`src/rtl/ecal_pkg.sv`:
```
// Package for the epoch-seconds to calendar converter: types, constants and the month table.
`timescale 1ns / 1ps
package ecal_pkg;

  localparam int SECONDS_WIDTH = 34;
  localparam int DAYS_W        = SECONDS_WIDTH - 16;   // 86400 exceeds 2**16
  localparam int TOD_W         = 17;                   // holds 0 .. 86399

  // A day is 2**7 * 675 seconds. The low seven bits of the seconds pass by, and the rest is
  // divided by 675 through a rounded-up reciprocal that is exact for every dividend of SECS_HI_W bits.
  localparam int SECS_LO_W   = 7;
  localparam int SECS_HI_W   = SECONDS_WIDTH - SECS_LO_W;
  localparam int DAY_ODD_W   = 10;
  localparam int RECIP_SHIFT = SECS_HI_W + DAY_ODD_W;
  localparam int RECIP_W     = SECS_HI_W + 1;
  localparam int PROD_W      = SECS_HI_W + RECIP_W;

  localparam logic [DAY_ODD_W-1:0] DAY_ODD   = DAY_ODD_W'(675);
  localparam longint unsigned      RECIP_VAL = ((64'd1 << RECIP_SHIFT) + 64'd674) / 64'd675;
  localparam logic [RECIP_W-1:0]   DAY_RECIP = RECIP_W'(RECIP_VAL);

  localparam logic [TOD_W-1:0] SECS_PER_HOUR = TOD_W'(3600);
  localparam logic [TOD_W-1:0] SECS_PER_MIN  = TOD_W'(60);

  localparam int EPOCH_YEAR = 1970;
  localparam logic [11:0] EPOCH_YEAR_12 = 12'(EPOCH_YEAR);
  localparam logic [1:0]  EPOCH_MOD4    = 2'(EPOCH_YEAR % 4);
  localparam logic [6:0]  EPOCH_MOD100  = 7'(EPOCH_YEAR % 100);
  localparam logic [8:0]  EPOCH_MOD400  = 9'(EPOCH_YEAR % 400);

  localparam logic [23:0] MONTHS_COMMON = 24'hCEEFBB;
  localparam logic [23:0] MONTHS_LEAP   = 24'hDEEFBB;

  localparam logic [3:0] MONTH_JAN = 4'd1;
  localparam logic [3:0] MONTH_DEC = 4'd12;

  typedef struct packed {
    logic [SECONDS_WIDTH-1:0] epoch_seconds;
    logic [19:0]              micro_seconds;
  } ecal_in_t;

  typedef struct packed {
    logic [11:0] year_out;
    logic [3:0]  month_out;
    logic [4:0]  day_out;
    logic [4:0]  hour_out;
    logic [5:0]  minute_out;
    logic [5:0]  second_out;
    logic [19:0] micro_out;
  } ecal_out_t;

  typedef struct packed {
    logic load;
    logic div_step;
    logic year_step;
    logic month_step;
    logic hour_step;
    logic min_step;
    logic load_out;
  } ecal_cmd_t;

  typedef struct packed {
    logic div_last;
    logic year_fits;
    logic month_fits;
    logic hour_fits;
    logic min_fits;
  } ecal_status_t;

  // Length of a month (1 to 12) from the packed two-bit table.
  function automatic logic [4:0] month_len(input logic leap, input logic [3:0] month);
    logic [23:0] tbl;
    logic [4:0]  sh;
    logic [1:0]  field;
    tbl   = leap ? MONTHS_LEAP : MONTHS_COMMON;
    sh    = 5'd24 - {month, 1'b0};
    field = tbl[sh +: 2];
    return 5'd28 + {3'd0, field};
  endfunction

endpackage

```
`src/rtl/ecal_ctrl.sv`:
```
// Controller state machine that sequences the divide, year, month and time-of-day steps.
`timescale 1ns / 1ps
module ecal_ctrl (
  input  logic                  clk_i,
  input  logic                  rst_ni,
  input  logic                  in_valid_i,
  output logic                  in_ready_o,
  output logic                  out_valid_o,
  input  logic                  out_ready_i,
  input  ecal_pkg::ecal_status_t status_i,
  output ecal_pkg::ecal_cmd_t   cmd_o
);
  import ecal_pkg::*;

  typedef enum logic [6:0] {
    S_IDLE  = 7'b0000001,
    S_DIV   = 7'b0000010,
    S_YEAR  = 7'b0000100,
    S_MONTH = 7'b0001000,
    S_HOUR  = 7'b0010000,
    S_MIN   = 7'b0100000,
    S_DONE  = 7'b1000000
  } state_e;

  state_e state_q, state_d;
  logic   out_valid_q, out_valid_d;

  always_comb begin
    state_d = state_q;
    cmd_o   = '0;
    unique case (state_q)
      S_IDLE: begin
        if (in_valid_i) begin
          cmd_o.load = 1'b1;
          state_d    = S_DIV;
        end
      end
      S_DIV: begin
        cmd_o.div_step = 1'b1;
        if (status_i.div_last) begin
          state_d = S_YEAR;
        end
      end
      S_YEAR: begin
        if (status_i.year_fits) begin
          state_d = S_MONTH;
        end else begin
          cmd_o.year_step = 1'b1;
        end
      end
      S_MONTH: begin
        if (status_i.month_fits) begin
          state_d = S_HOUR;
        end else begin
          cmd_o.month_step = 1'b1;
        end
      end
      S_HOUR: begin
        if (status_i.hour_fits) begin
          state_d = S_MIN;
        end else begin
          cmd_o.hour_step = 1'b1;
        end
      end
      S_MIN: begin
        if (status_i.min_fits) begin
          state_d = S_DONE;
        end else begin
          cmd_o.min_step = 1'b1;
        end
      end
      S_DONE: begin
        // The finished item moves into the output register once it is free.
        if (!out_valid_q || out_ready_i) begin
          cmd_o.load_out = 1'b1;
          state_d        = S_IDLE;
        end
      end
      default: begin
        state_d = S_IDLE;
      end
    endcase
  end

  always_comb begin
    out_valid_d = out_valid_q;
    if (cmd_o.load_out) begin
      out_valid_d = 1'b1;
    end else if (out_ready_i) begin
      out_valid_d = 1'b0;
    end
  end

  always_ff @(posedge clk_i or negedge rst_ni) begin
    if (!rst_ni) begin
      state_q     <= S_IDLE;
      out_valid_q <= 1'b0;
    end else begin
      state_q     <= state_d;
      out_valid_q <= out_valid_d;
    end
  end

  assign in_ready_o  = (state_q == S_IDLE);
  assign out_valid_o = out_valid_q;

  a_accept_starts_div : assert property (@(posedge clk_i) disable iff (!rst_ni)
    in_valid_i && in_ready_o |=> state_q == S_DIV)
    else $error("accepted item did not start the division");

  a_no_overwrite : assert property (@(posedge clk_i) disable iff (!rst_ni)
    out_valid_q && !out_ready_i |-> !cmd_o.load_out)
    else $error("output register overwritten while stalled");

  a_div_to_year : assert property (@(posedge clk_i) disable iff (!rst_ni)
    state_q == S_DIV && status_i.div_last |=> state_q == S_YEAR)
    else $error("division did not hand over to the year walk");

endmodule

```
`src/rtl/ecal_dpath.sv`:
```
// Datapath: reciprocal divide by 86400, year and month walks, time-of-day split, output register.
`timescale 1ns / 1ps
module ecal_dpath (
  input  logic                   clk_i,
  input  logic                   rst_ni,
  input  ecal_pkg::ecal_in_t     in_data_i,
  input  ecal_pkg::ecal_cmd_t    cmd_i,
  output ecal_pkg::ecal_status_t status_o,
  output ecal_pkg::ecal_out_t    out_data_o
);
  import ecal_pkg::*;

  logic [SECONDS_WIDTH-1:0] secs_q, secs_d;
  logic [PROD_W-1:0]        prod_q, prod_d;
  logic                     div_phase_q, div_phase_d;
  logic [TOD_W-1:0]         rem_q, rem_d;
  logic [DAYS_W-1:0]        days_q, days_d;
  logic [11:0]              year_q, year_d;
  logic [1:0]               mod4_q, mod4_d;
  logic [6:0]               mod100_q, mod100_d;
  logic [8:0]               mod400_q, mod400_d;
  logic [3:0]               month_q, month_d;
  logic [4:0]               hour_q, hour_d;
  logic [5:0]               min_q, min_d;
  logic [19:0]              micro_q, micro_d;
  ecal_out_t                out_q, out_d;

  logic [SECS_HI_W-1:0]          secs_hi;
  logic [DAYS_W-1:0]             quot;
  logic [DAYS_W+DAY_ODD_W-1:0]   quot_back;
  logic [SECS_HI_W-1:0]          day_rest;
  logic                          leap;
  logic [8:0]                    ylen;
  logic [4:0]                    mlen;

  // The first divide step registers the reciprocal product; the second takes the quotient from
  // its top bits and rebuilds the remainder from the divide's rest and the low seven bits.
  assign secs_hi   = secs_q[SECONDS_WIDTH-1 -: SECS_HI_W];
  assign quot      = prod_q[RECIP_SHIFT +: DAYS_W];
  assign quot_back = {{DAY_ODD_W{1'b0}}, quot} * {{DAYS_W{1'b0}}, DAY_ODD};
  assign day_rest  = secs_hi - SECS_HI_W'(quot_back);

  assign leap = (mod400_q == 9'd0) || ((mod100_q != 7'd0) && (mod4_q == 2'd0));
  assign ylen = leap ? 9'd366 : 9'd365;
  assign mlen = month_len(leap, month_q);

  assign status_o.div_last   = div_phase_q;
  assign status_o.year_fits  = (days_q < DAYS_W'(ylen));
  assign status_o.month_fits = (month_q == MONTH_DEC) || (days_q < DAYS_W'(mlen));
  assign status_o.hour_fits  = (rem_q < SECS_PER_HOUR);
  assign status_o.min_fits   = (rem_q < SECS_PER_MIN);

  always_comb begin
    secs_d      = secs_q;
    prod_d      = prod_q;
    div_phase_d = div_phase_q;
    rem_d       = rem_q;
    days_d      = days_q;
    year_d      = year_q;
    mod4_d      = mod4_q;
    mod100_d    = mod100_q;
    mod400_d    = mod400_q;
    month_d     = month_q;
    hour_d      = hour_q;
    min_d       = min_q;
    micro_d     = micro_q;
    out_d       = out_q;

    if (cmd_i.load) begin
      secs_d      = in_data_i.epoch_seconds;
      micro_d     = in_data_i.micro_seconds;
      div_phase_d = 1'b0;
      rem_d       = '0;
      days_d      = '0;
      year_d      = EPOCH_YEAR_12;
      mod4_d      = EPOCH_MOD4;
      mod100_d    = EPOCH_MOD100;
      mod400_d    = EPOCH_MOD400;
      month_d     = MONTH_JAN;
      hour_d      = '0;
      min_d       = '0;
    end

    if (cmd_i.div_step) begin
      if (!div_phase_q) begin
        prod_d      = {{RECIP_W{1'b0}}, secs_hi} * {{SECS_HI_W{1'b0}}, DAY_RECIP};
        div_phase_d = 1'b1;
      end else begin
        days_d = quot;
        rem_d  = {day_rest[DAY_ODD_W-1:0], secs_q[SECS_LO_W-1:0]};
      end
    end

    if (cmd_i.year_step) begin
      days_d   = days_q - DAYS_W'(ylen);
      year_d   = year_q + 12'd1;
      mod4_d   = mod4_q + 2'd1;
      mod100_d = (mod100_q == 7'd99) ? 7'd0 : mod100_q + 7'd1;
      mod400_d = (mod400_q == 9'd399) ? 9'd0 : mod400_q + 9'd1;
    end

    if (cmd_i.month_step) begin
      days_d  = days_q - DAYS_W'(mlen);
      month_d = month_q + 4'd1;
    end

    if (cmd_i.hour_step) begin
      rem_d  = rem_q - SECS_PER_HOUR;
      hour_d = hour_q + 5'd1;
    end

    if (cmd_i.min_step) begin
      rem_d = rem_q - SECS_PER_MIN;
      min_d = min_q + 6'd1;
    end

    if (cmd_i.load_out) begin
      out_d.year_out   = year_q;
      out_d.month_out  = month_q;
      out_d.day_out    = days_q[4:0] + 5'd1;
      out_d.hour_out   = hour_q;
      out_d.minute_out = min_q;
      out_d.second_out = rem_q[5:0];
      out_d.micro_out  = micro_q;
    end
  end

  always_ff @(posedge clk_i) begin
    secs_q      <= secs_d;
    prod_q      <= prod_d;
    div_phase_q <= div_phase_d;
    rem_q       <= rem_d;
    days_q      <= days_d;
    year_q      <= year_d;
    mod4_q      <= mod4_d;
    mod100_q    <= mod100_d;
    mod400_q    <= mod400_d;
    month_q     <= month_d;
    hour_q      <= hour_d;
    min_q       <= min_d;
    micro_q     <= micro_d;
    out_q       <= out_d;
  end

  assign out_data_o = out_q;

  a_date_in_range : assert property (@(posedge clk_i) disable iff (!rst_ni)
    cmd_i.load_out |-> month_q >= MONTH_JAN && month_q <= MONTH_DEC && days_q < DAYS_W'(31))
    else $error("month or day out of range at result load");

  a_year_step_legal : assert property (@(posedge clk_i) disable iff (!rst_ni)
    cmd_i.year_step |-> !status_o.year_fits)
    else $error("year subtracted although the days fit in it");

  a_tod_in_range : assert property (@(posedge clk_i) disable iff (!rst_ni)
    cmd_i.load_out |-> hour_q < 5'd24 && min_q < 6'd60 && rem_q < SECS_PER_MIN)
    else $error("time of day out of range at result load");

endmodule

```
`src/rtl/epoch_seconds_to_calendar_top.sv`:
```
// An accepted item passes through the reciprocal divide, then the year, month, hour and minute
// walks, stepping once per whole year, month, hour or minute past the epoch, and then waits
// in the done state until the output register is freed, after which out_valid_o rises.
// One item is in work at a time; in_ready_o rises at the edge that loads the result, so a new
// item is taken only once the last result is in the output register. The year walk takes most steps.
// Reset (rst_ni low, asynchronous) returns the controller to idle and empties the output register.
// Top level of the epoch-seconds to calendar converter.
`timescale 1ns / 1ps
module epoch_seconds_to_calendar_top (
  input  logic                clk_i,
  input  logic                rst_ni,
  input  logic                in_valid_i,
  output logic                in_ready_o,
  input  ecal_pkg::ecal_in_t  in_data_i,
  output logic                out_valid_o,
  input  logic                out_ready_i,
  output ecal_pkg::ecal_out_t out_data_o
);
  import ecal_pkg::*;

  ecal_cmd_t    cmd;
  ecal_status_t status;

  ecal_ctrl u_ctrl (
    .clk_i       (clk_i),
    .rst_ni      (rst_ni),
    .in_valid_i  (in_valid_i),
    .in_ready_o  (in_ready_o),
    .out_valid_o (out_valid_o),
    .out_ready_i (out_ready_i),
    .status_i    (status),
    .cmd_o       (cmd)
  );

  ecal_dpath u_dpath (
    .clk_i      (clk_i),
    .rst_ni     (rst_ni),
    .in_data_i  (in_data_i),
    .cmd_i      (cmd),
    .status_o   (status),
    .out_data_o (out_data_o)
  );

endmodule
```
`config.mk`:
```
export PLATFORM = sky130hd
export DESIGN_NAME = epoch_seconds_to_calendar_top
export DESIGN_NICKNAME = d
export VERILOG_FILES = /design/src/rtl/ecal_pkg.sv /design/src/rtl/ecal_ctrl.sv /design/src/rtl/ecal_dpath.sv /design/src/rtl/epoch_seconds_to_calendar_top.sv
export SDC_FILE = /design/constraint.sdc
export NUM_CORES = 1
export LEC_CHECK = 0
export ABC_AREA = 1
export BUFFER_PORTS_ARGS = -buffer_cell sky130_fd_sc_hd__clkbuf_2
export CORE_MARGIN = 5
export CORE_UTILIZATION = 60
export CTS_CLUSTER_DIAMETER = 100
export DETAILED_ROUTE_END_ITERATION = 7
export PLACE_DENSITY = 0.79
export SETUP_SLACK_MARGIN = 0.2
export SKIP_LAST_GASP = 1
export SYNTH_ARGS = -nofsm -noshare
export SYNTH_HDL_FRONTEND = slang
export SYNTH_SLANG_ARGS = --single-unit
```
`constraint.sdc`:
```
create_clock -name clk_i -period 12.55 [get_ports clk_i]
set_input_delay 0.6275 -clock clk_i [delete_from_list [all_inputs] [get_ports clk_i]]
set_output_delay 0.6275 -clock clk_i [all_outputs]
set_load 0.02 [all_outputs]
```
Word-level counts from Yosys, hierarchy flattened
Index checks and enable logic that the tools add are counted.
{ "op_classes": {"add_sub_neg": 15, "n_mul": 2, "magnitude_cmp": 4, "n_eq_ne": 17, "shifts": 1, "muxes": 54, "n_bitwise": 1, "n_reduce_logical": 15} }
{ "ops": {"columns": ["op", "count"], "rows": [
  ["$mux W18", 5],
  ["$mux W17", 5],
  ["$mux W7", 10],
  ["$mul A27 B28 Y55 const B", 1],
  ["$pmux W7 S7", 1],
  ["$mux W9", 3],
  ["$mux W12", 2],
  ["$shiftx A24 B6 Y2", 1],
  ["$mux W21", 1],
  ["$lt A18 B5 Y1", 1],
  ["$lt A18 B9 Y1", 1],
  ["$mul A18 B10 Y10 const B", 1],
  ["$mux W1", 18],
  ["$sub A18 B5 Y18", 1],
  ["$sub A18 B9 Y18", 1],
  ["$lt A17 B12 Y1 const B", 1],
  ["$lt A17 B6 Y1 const B", 1],
  ["$sub A17 B12 Y17 const B", 1],
  ["$sub A17 B6 Y17 const B", 1],
  ["$eq A7 B7 Y1 const B", 2],
  ["$add A12 B1 Y12 const B", 1],
  ["$mux W6", 2],
  ["$add A5 B1 Y5 const B", 2],
  ["$mux W5", 2],
  ["other kinds (30)", 44]
]} }
{ "totals": {"reg_bits": 256, "in_bits": 58, "output_inout_bits": 60, "elab_cells": 131} }

Longest topological paths before layout
Gate-level depths: netlist of run 1.
{ "depth": {"ltp_word": 11, "depth_mapped": 28, "depth_no_buf": 28} }

Modules after synthesis
Synthesis of run 1 repeated with hierarchy kept, for this count alone.
{ "unflattened": {"hier_cells": 2606, "area_unflattened_um2": 22830.6} }
{ "by_module_without_submodules": {"columns": ["module", "n_inst", "cells_per_inst", "area_per_inst_um2", "seq_area_each_um2"], "rows": [
  ["ecal_dpath", 1, 2509, 22222.6, 6015.8],
  ["ecal_ctrl", 1, 97, 608.1, 201.4]
]} }

Least setup slack after synthesis of run 1
Ideal clock, no wire load.
{ "synth_path": {"path_type": "reg-to-reg", "from": "reg u_dpath.secs_q[31]", "to": "reg u_dpath.prod_q[41] (data pin)", "setup_time_ps": 252, "t_arrival_ps": 5298, "t_required_ps": 12298, "slack_ps": 6999, "path_stages_with_launch": 23, "n_path_buf": 0, "period_less_slack_ps": 5551, "cell_sequence": "edfxtp_1 fa_1 inv_1 fa_1 inv_1 fa_1 inv_1 fa_1 inv_1 fa_1 fa_1 ha_1 ha_1 nand2_1 nor2_1 nand2_1 inv_1 nand3_1 or2_0 nand2_1 nor2_1 nand3_1 nand2_1"} }
{ "synth_via": {"elab_chain_cells": 1} }
{ "synth_rtl": {"columns": ["element", "line_no", "text"], "rows": [
  ["start, declared", "ecal_dpath.sv:13", "logic [SECONDS_WIDTH-1:0] secs_q, secs_d;"],
  ["start signal, assigned", "ecal_dpath.sv:129", "secs_q <= secs_d;"],
  ["$mul A27 B28 Y55", "ecal_dpath.sv:86", "prod_d = {{RECIP_W{1'b0}}, secs_hi} * {{SECS_HI_W{1'b0}}, DAY_RECIP};"],
  ["end signal, assigned", "ecal_dpath.sv:130", "prod_q <= prod_d;"],
  ["end, declared", "ecal_dpath.sv:14", "logic [PROD_W-1:0] prod_q, prod_d;"]
]} }
No other way between the ends.
A chain may end at the register's enable or synchronous reset.

Final worst setup path of run 1
{ "layout_path": {"from": "reg u_dpath.secs_q[14]", "to": "reg u_dpath.prod_q[41] (data pin)"} }
Same word-level chain as after synthesis.

==> results of run 1 <==
cell families (layout without fill, tap and decap cells):
| family | Yosys count | after routing | share of synthesized area |
|---|---|---|---|
| AOI/OAI and AO/OA | 255 | 255 | 0.0602 |
| xor gates and xnor gates | 61 | 61 | 0.0234 |
| adders and majority gates | 560 | 560 | 0.375 |
| buffers and inverters | 610 | 754 | 0.104 |
| DFF | 219 | 219 | 0.272 |
| and+or+nand+nor | 847 | 847 | 0.165 |
area by class of cell:
type / instances / share of cell area
Multi-Input combinational cell: 1723 / 0.576
Sequential cell: 219 / 0.251
Inverter: 582 / 0.0882
Clock buffer: 34 / 0.0291
Timing Repair Buffer: 123 / 0.0255
Tap cell: 511 / 0.0258
Clock inverter: 15 / 0.00509
registers in the layout, indices dropped and copies added (netlist names):
| signal | count |
|---|---|
| u_dpath.out_data_o | 58 |
| u_dpath.secs_q | 34 |
| u_dpath.micro_q | 20 |
| u_dpath.days_q | 18 |
| u_dpath.prod_q | 18 |
| u_dpath.rem_q | 17 |
| u_dpath.year_q | 12 |
| u_dpath.mod400_q | 9 |
| u_ctrl.state_q | 7 |
| u_dpath.mod100_q | 7 |
| u_dpath.min_q | 6 |
| u_dpath.hour_q | 5 |
| u_dpath.month_q | 4 |
| u_dpath.mod4_q | 2 |
| u_ctrl.out_valid_o | 1 |
| u_dpath.div_phase_q | 1 |
per-stage QoR:
stage | utilization | instances | instance area, um^2
after floorplan | - | 2552 | 22900
after global placement | 0.636 | 3157 | 23900
after detailed placement | 0.636 | 3157 | 23900
after CTS | 0.659 | 3207 | 24800
after global routing | 0.659 | 3207 | 24800
final | 0.659 | 3207 | 24800
synthesized netlist by cell type (13+ instances only):
cell type,n
sky130_fd_sc_hd__a21oi_1,96
sky130_fd_sc_hd__buf_2,21
sky130_fd_sc_hd__dfxtp_1,32
sky130_fd_sc_hd__edfxtp_1,179
sky130_fd_sc_hd__fa_1,209
sky130_fd_sc_hd__ha_1,351
sky130_fd_sc_hd__inv_1,568
sky130_fd_sc_hd__inv_2,13
sky130_fd_sc_hd__nand2_1,402
sky130_fd_sc_hd__nand3_1,141
sky130_fd_sc_hd__nand4_1,37
sky130_fd_sc_hd__nor2_1,178
sky130_fd_sc_hd__nor3_1,30
sky130_fd_sc_hd__o21ai_0,104
sky130_fd_sc_hd__xnor2_1,14
sky130_fd_sc_hd__xor2_1,47
how the worst max path moves through the flow:
stage	to	slack [ns]	cells after the start
global route	u_dpath.prod_q[41]$_DFFE_PP_	5.90	23
finish	u_dpath.prod_q[41]$_DFFE_PP_	6.28	23
detailed placement	u_dpath.prod_q[41]$_DFFE_PP_	6.30	23
floorplan	u_dpath.prod_q[41]$_DFFE_PP_	7.00	22
global placement	u_dpath.prod_q[45]$_DFFE_PP_	6.44	22
CTS	u_dpath.prod_q[41]$_DFFE_PP_	6.30	23
layer usage:
metal / share of wire / GRT usage
met3: 0.046 / 0.0334
met5: 0 / 0
met2: 0.50 / 0.505
met4: 0.048 / 0.119
met1: 0.40 / 0.343
==> out/qor.txt, run 1 <==
STA
-----------------------------------------------------------------------------------------------
Worst clock skew .................................................................    0.0262 ns
Number of pins with negative max-slew slack in the final report ..................            0
Actual slew at the worst max-slew pin ............................................      1.02 ns
Worst Setup Slack, final .........................................................      6.28 ns
Fmax achieved ....................................................................      159 MHz
Hold slack .......................................................................     0.228 ns
Final worst path period share ....................................................        0.500
Setup TNS ........................................................................         0 ns
Worst relative slew slack ........................................................        0.318
Number of endpoints failing setup at the final stage .............................            0
Min cycle time layout ............................................................      6.27 ns
Final hold violation count .......................................................            0
Unrepaired setup endpoints after global routing ..................................        false

GLOBAL ROUTING
-----------------------------------------------------------------------------------------------
Vias in the first global route ...................................................       18,600
First-pass GRT wire length .......................................................    94,000 um
Pin count of the biggest net entering global routing .............................           65
Residual overflow from global routing ............................................            0
Antenna violations before repair .................................................            0
Total global-route track usage ...................................................        0.281

DRT
-----------------------------------------------------------------------------------------------
Initial drt markers ..............................................................        1,076
Remaining design rule violation count ............................................            0
Number of iterations in the first detailed-routing pass ..........................            6
WL per Instance ..................................................................      18.2 um
Final antenna-violating net count ................................................            0
Average via count per standard cell ..............................................         5.46
Total number of vias .............................................................       17,500
Total wire length after detailed routing .........................................    58,300 um

WORST SETUP PATH
-----------------------------------------------------------------------------------------------
Count of cells along the worst register-to-register path .........................           23
Slowest stage cell, crit path .................................................... sky130_fd_sc_hd__edfxtp_1
Origin of the worst setup path ................................................... u_dpath.secs_q[14]$_DFFE_PP_
Delay of the slowest cell on the worst path ......................................      0.72 ns
Worst Path Required ..............................................................     12.88 ns
Family of cells with the greatest summed delay on the critical path ..............  adder cells
Buffering stage count on the worst path with inverters included ..................            6
Crit-path max FO .................................................................            9
Arrival time reported for the critical path endpoint .............................      6.61 ns
Cell-by-cell trace of the critical path .......................................... inv_1 -> ha_1 -> inv_1 -> fa_1 -> ha_1 -> inv_1 -> fa_1 -> inv_1 -> fa_1 -> fa_1 -> inv_1 -> fa_1 -> inv_1 -> ha_1 -> a21oi_1 -> o21ai_0 -> a21oi_1 -> or2_0 -> nand2_1 -> nor2_1 -> nand2_1 -> nand2_1 -> nand2_1
Register-to-register path setup slack ............................................      6.28 ns
Startpoint-to-endpoint class of the critical path ................................ register to register
Critical Path Sink Type ..........................................................     register
Worst reg2reg path endpoint ...................................................... u_dpath.prod_q[41]$_DFFE_PP_
Startpoint types .................................................................     register
Reg-to-Reg Start ................................................................. u_dpath.secs_q[14]$_DFFE_PP_
Cell repeated most along the worst path .......................................... sky130_fd_sc_hd__inv_1

FINISH
-----------------------------------------------------------------------------------------------
Number of diodes added for antenna fixing ........................................            0
FILL cells .......................................................................        3,170
Storage element area .............................................................    6220 um^2
Final nets .......................................................................        3,294
Area growth, synth to finish .....................................................        8.54%
Most common library cell in the layout ignoring fill and taps .................... sky130_fd_sc_hd__inv_1
Layout cells sized above 1 .......................................................       0.0831
Combined area of the multi-input logic cells .....................................  14,300 um^2
Most frequent cells in the layout ................................................ sky130_fd_sc_hd__inv_1 (568), sky130_fd_sc_hd__nand2_1 (402), sky130_fd_sc_hd__ha_1 (351)

LOGIC SYNTHESIS
-----------------------------------------------------------------------------------------------
Synthesized flop and latch total .................................................          219
Biggest area contributors in the synthesized netlist ............................. sky130_fd_sc_hd__edfxtp_1 (24%), sky130_fd_sc_hd__ha_1 (19%), sky130_fd_sc_hd__fa_1 (18%)
Largest area contributor in the netlist .......................................... sky130_fd_sc_hd__edfxtp_1
Fraction of registers with async set/reset .......................................       0.0365
Post-synth net total .............................................................        3,170
Post-synthesis sequential area ratio .............................................        0.272
Synthesized cell area ............................................................  22,900 um^2
Avg Cell Area, Syn ...............................................................    8.95 um^2
Top FF cell, synth ............................................................... sky130_fd_sc_hd__edfxtp_1
EDFF count, synth ................................................................          179
Synth Instances ..................................................................        2,552
Synth top area share .............................................................        0.235
Number of different library cells in the post-synthesis netlist ..................           47
Total number of yosys warnings ...................................................            0

PLACEMENT
-----------------------------------------------------------------------------------------------
HPWL Detailed ....................................................................    47,800 um
Number of buffers added on ports .................................................          117
Last weighted congestion value of the routability-driven placer ..................         1.01
Setup slack after placement ......................................................      6.30 ns

CLOCK TREE
-----------------------------------------------------------------------------------------------
# H-tree levels ..................................................................            1
Count of instances resized after the clock tree is built .........................            0
Clock input transition at the sequential cells of the worst setup and hold paths .      0.06 ns
Clock tree from TritonCTS ........................................................         done
Count of hold-fix buffers inserted at cts ........................................            1
TritonCTS sink count .............................................................          219
CTS root buf ..................................................................... sky130_fd_sc_hd__clkbuf_16
Setup fix buffers added after clock tree synthesis ...............................            0
CTS buffer count .................................................................           27
Insertion delay to the later sink of the worst-skew pair .........................      0.58 ns
Maximum clock insertion buffer count .............................................            3

JOB
-----------------------------------------------------------------------------------------------
# Max-Cap Violations .............................................................            0

FLOORPLAN
-----------------------------------------------------------------------------------------------
Effective utilization at floorplan ...............................................        0.607
Area inside the core boundary ....................................................  37,700 um^2
Die height .......................................................................       205 um
Floorplan die area ...............................................................  42,100 um^2
Std-Cell Rows ....................................................................           71
Die boundary width ...............................................................       205 um
# IOs ............................................................................          118

MIN PATH
-----------------------------------------------------------------------------------------------
Path type of the worst min-delay path ............................................ input port to register
Start point of the worst min-delay path .......................................... in_data_i[21]
Worst hold path stage count ......................................................            1
Worst min-delay path endpoint .................................................... u_dpath.secs_q[1]$_DFFE_PP_

STATUS
-----------------------------------------------------------------------------------------------
Outcome .......................................................................... complete, no violations

Power of run 1 is not shown: default switching activity piles up to over one toggle a cycle in this logic, so the estimate is an artifact.
==> inputs of run 2 (changes only) <==
Settings changed: ABC_AREA 1 to 0, CORE_UTILIZATION 60 to 57.
Clock period 12.55 ns to 5.65 ns, I/O delays scaled along.
==> run 2 against run 1 <==
Compared with the run above: the run now ends with negative setup slack left; worst hold slack got worse by 0.20 ns; routed wire length decreased by 9.5%; cell area grew 4.2%; synthesized area fell by 8.6%; die area decreased by 3.6%; final cell count fell by 12%; clock skew is 0.0084 ns lower; sequential cell count stayed put; setup slack worse by 6.9 ns; clock-buffer cell count increased by 1; global-route usage shrank 2.6 points; highest routed layer unchanged.
==> out/qor.txt, run 2 <==
DRT
-----------------------------------------------------------------------------------------------
Total number of vias .............................................................       15,700
Remaining design rule violation count ............................................            0
Number of iterations in the first detailed-routing pass ..........................            8
Total wire length after detailed routing .........................................    52,800 um
WL per Instance ..................................................................      18.7 um
Average via count per standard cell ..............................................         5.56
Initial drt markers ..............................................................          968
Final antenna-violating net count ................................................            0

FLOORPLAN
-----------------------------------------------------------------------------------------------
Die height .......................................................................       201 um
Area inside the core boundary ....................................................  36,400 um^2
Die boundary width ...............................................................       201 um
Floorplan die area ...............................................................  40,600 um^2
Effective utilization at floorplan ...............................................        0.573
# IOs ............................................................................          118
Std-Cell Rows ....................................................................           70

LOGIC SYNTHESIS
-----------------------------------------------------------------------------------------------
Synth top area share .............................................................        0.257
Top FF cell, synth ............................................................... sky130_fd_sc_hd__edfxtp_1
Total number of yosys warnings ...................................................            0
Fraction of registers with async set/reset .......................................       0.0365
EDFF count, synth ................................................................          179
Synth Instances ..................................................................        1,944
Post-synthesis sequential area ratio .............................................        0.298
Most frequent cell after synthesis ............................................... sky130_fd_sc_hd__inv_1
Biggest area contributors in the synthesized netlist ............................. sky130_fd_sc_hd__edfxtp_1 (26%), sky130_fd_sc_hd__ha_1 (21%), sky130_fd_sc_hd__fa_1 (20%)
Synthesized cell area ............................................................  20,900 um^2
Largest area contributor in the netlist .......................................... sky130_fd_sc_hd__edfxtp_1
Synthesized flop and latch total .................................................          219
Avg Cell Area, Syn ...............................................................    10.7 um^2
Post-synth net total .............................................................        2,562
Number of different library cells in the post-synthesis netlist ..................           77
Top cell types by occurrence after synthesis ..................................... sky130_fd_sc_hd__inv_1 (417), sky130_fd_sc_hd__ha_1 (351), sky130_fd_sc_hd__fa_1 (209)

CLOCK TREE
-----------------------------------------------------------------------------------------------
CTS root buf ..................................................................... sky130_fd_sc_hd__clkbuf_16
# H-tree levels ..................................................................            1
Clock tree from TritonCTS ........................................................         done
CTS buffer count .................................................................           24
Clock input transition at the sequential cells of the worst setup and hold paths .      0.06 ns
TritonCTS sink count .............................................................          219
Insertion delay to the later sink of the worst-skew pair .........................      0.54 ns
Maximum clock insertion buffer count .............................................            3

FINISH
-----------------------------------------------------------------------------------------------
Final nets .......................................................................        2,955
Non-Filler Instances .............................................................        2,824
Most common library cell in the layout ignoring fill and taps .................... sky130_fd_sc_hd__inv_1
Most frequent cells in the layout ................................................ sky130_fd_sc_hd__inv_1 (391), sky130_fd_sc_hd__ha_1 (317), sky130_fd_sc_hd__buf_4 (208)
Flip-flop count of the largest register, all copies and words added ..............           58
Area growth, synth to finish .....................................................        23.7%
Layout cells sized above 1 .......................................................        0.226

WORST SETUP PATH
-----------------------------------------------------------------------------------------------
Critical Path Sink Type ..........................................................     register
Crit-path max FO .................................................................            4
Startpoint-to-endpoint class of the critical path ................................ register to register
Worst Path Required ..............................................................      5.94 ns
Arrival time reported for the critical path endpoint .............................      6.54 ns
Startpoint types .................................................................     register

STATUS
-----------------------------------------------------------------------------------------------
Violations in the final reports .................................................. negative setup slack
Outcome .......................................................................... complete, but fails checks

PLACEMENT
-----------------------------------------------------------------------------------------------
Last weighted congestion value of the routability-driven placer ..................        0.990
Setup slack after placement ......................................................    -0.616 ns
Number of buffers added on ports .................................................          117
# placed instances ...............................................................        2,678
HPWL Detailed ....................................................................    40,900 um

GLOBAL ROUTING
-----------------------------------------------------------------------------------------------
Residual overflow from global routing ............................................            0
First-pass GRT wire length .......................................................    84,400 um
Vias in the first global route ...................................................       16,500
Pin count of the biggest net entering global routing .............................           59
Total global-route track usage ...................................................        0.255
Antenna violations before repair .................................................            0

STA
-----------------------------------------------------------------------------------------------
Actual slew at the worst max-slew pin ............................................     0.898 ns
Final hold violation count .......................................................            0
Final worst path period share ....................................................         1.11
Unrepaired setup endpoints after global routing ..................................         true
Number of pins with negative max-slew slack in the final report ..................            0
Min cycle time layout ............................................................      6.25 ns
Worst clock skew .................................................................    0.0178 ns
Number of endpoints failing setup at the final stage .............................           18
Fmax achieved ....................................................................      160 MHz
Worst Setup Slack, final .........................................................    -0.604 ns
Worst relative slew slack ........................................................        0.396

JOB
-----------------------------------------------------------------------------------------------
# Max-Cap Violations .............................................................            0

MIN PATH
-----------------------------------------------------------------------------------------------
Path type of the worst min-delay path ............................................ input port to register

==> run 2: worst max-delay path, cell delays in order (launching register included) <==
cell and delay (ns):
sky130_fd_sc_hd__edfxtp_1 0.47, sky130_fd_sc_hd__fa_1 0.56, sky130_fd_sc_hd__inv_1 0.05, sky130_fd_sc_hd__fa_1 0.50, sky130_fd_sc_hd__inv_2 0.05, sky130_fd_sc_hd__ha_4 0.26
sky130_fd_sc_hd__fa_2 0.44, sky130_fd_sc_hd__fa_2 0.54, sky130_fd_sc_hd__inv_2 0.04, sky130_fd_sc_hd__fa_2 0.56, sky130_fd_sc_hd__inv_2 0.04, sky130_fd_sc_hd__fa_2 0.40
sky130_fd_sc_hd__ha_4 0.17, sky130_fd_sc_hd__a211o_1 0.24, sky130_fd_sc_hd__a21oi_2 0.14, sky130_fd_sc_hd__a21oi_2 0.09, sky130_fd_sc_hd__o31a_1 0.31, sky130_fd_sc_hd__o221a_4 0.31
sky130_fd_sc_hd__o31ai_4 0.36, sky130_fd_sc_hd__buf_4 0.19, sky130_fd_sc_hd__o21bai_4 0.07, sky130_fd_sc_hd__a21oi_2 0.15, sky130_fd_sc_hd__xnor2_1 0.08
==> run 2: cell type report <==
type / count / area [um^2]
flip-flops and latches: 219 / 6220
inverters: 417 / 1570
diodes: 1 / 2.50
multi-input cells: 1273 / 13700
clock inverters: 9 / 91.3
repair buffers: 402 / 2950
fillers: 2462 / 10600
clock buffers: 35 / 713
well taps: 468 / 586
==> run 2: path summary, 6_finish.rpt <==
kind                                                    start  slack (ns)  depth (start not counted)                          endpoint
worst min-delay path                            in_data_i[35]        0.03                          1      u_dpath.secs_q[15]$_DFFE_PP_
min in group asynchronous                              rst_ni        0.13                          2     u_ctrl.state_q[3]$_DFFE_PN0P_
max in group asynchronous                              rst_ni        5.28                          2     u_ctrl.state_q[0]$_DFFE_PN1P_
worst max register to register   u_dpath.secs_q[13]$_DFFE_PP_       -0.60                         22      u_dpath.prod_q[47]$_DFFE_PP_
worst max-delay path             u_dpath.secs_q[13]$_DFFE_PP_       -0.60                         22      u_dpath.prod_q[47]$_DFFE_PP_
worst min register to register  u_dpath.micro_q[15]$_DFFE_PP_        0.42                          0  u_dpath.out_data_o[15]$_DFFE_PP_
==> run 2: repair_timing <==
action                                  in CTS  in global routing
endpoints found under the hold margin       62                  0
resized for setup                           39                 84
hold buffers                                55                  0
setup buffers                               23                 23
endpoints found under the setup margin      18                 18
pin swaps                                   44                 54
==> run 2: per-layer routing <==
metal	wire length, um	track usage
met3	3050	0.0300
met1	20500	0.321
met5	0	0
met4	2350	0.0889
met2	26900	0.458
==> run 2: logic make-up (layout without fill, tap and decap cells) <==
family          count (synthesis)  after routing  synth area share
other cells                     0              1                 0
xor+xnor                       83             83            0.0348
flops                         219            219             0.298
fa+ha+maj                     560            560             0.410
buf+inv                       452            863            0.0819
compound gates                290            290            0.0938
mux                             7              7           0.00407
simple gates                  333            333            0.0773
==> run 2: stage by stage <==
stage | setup TNS, ns | area (um^2) | hold WS, ns | util
after floorplan | -2.18 | 21200 | -0.0131 | -
after global placement | -4.92 | 23600 | 0.145 | 0.647
after detailed placement | -7.39 | 23600 | 0.146 | 0.647
after CTS | -5.74 | 25300 | 0.0129 | 0.693
after global routing | -10.32 | 25800 | 0.00784 | 0.709
final | -7.57 | 25800 | 0.0260 | 0.709
Power of run 2 is left out for the same reason.
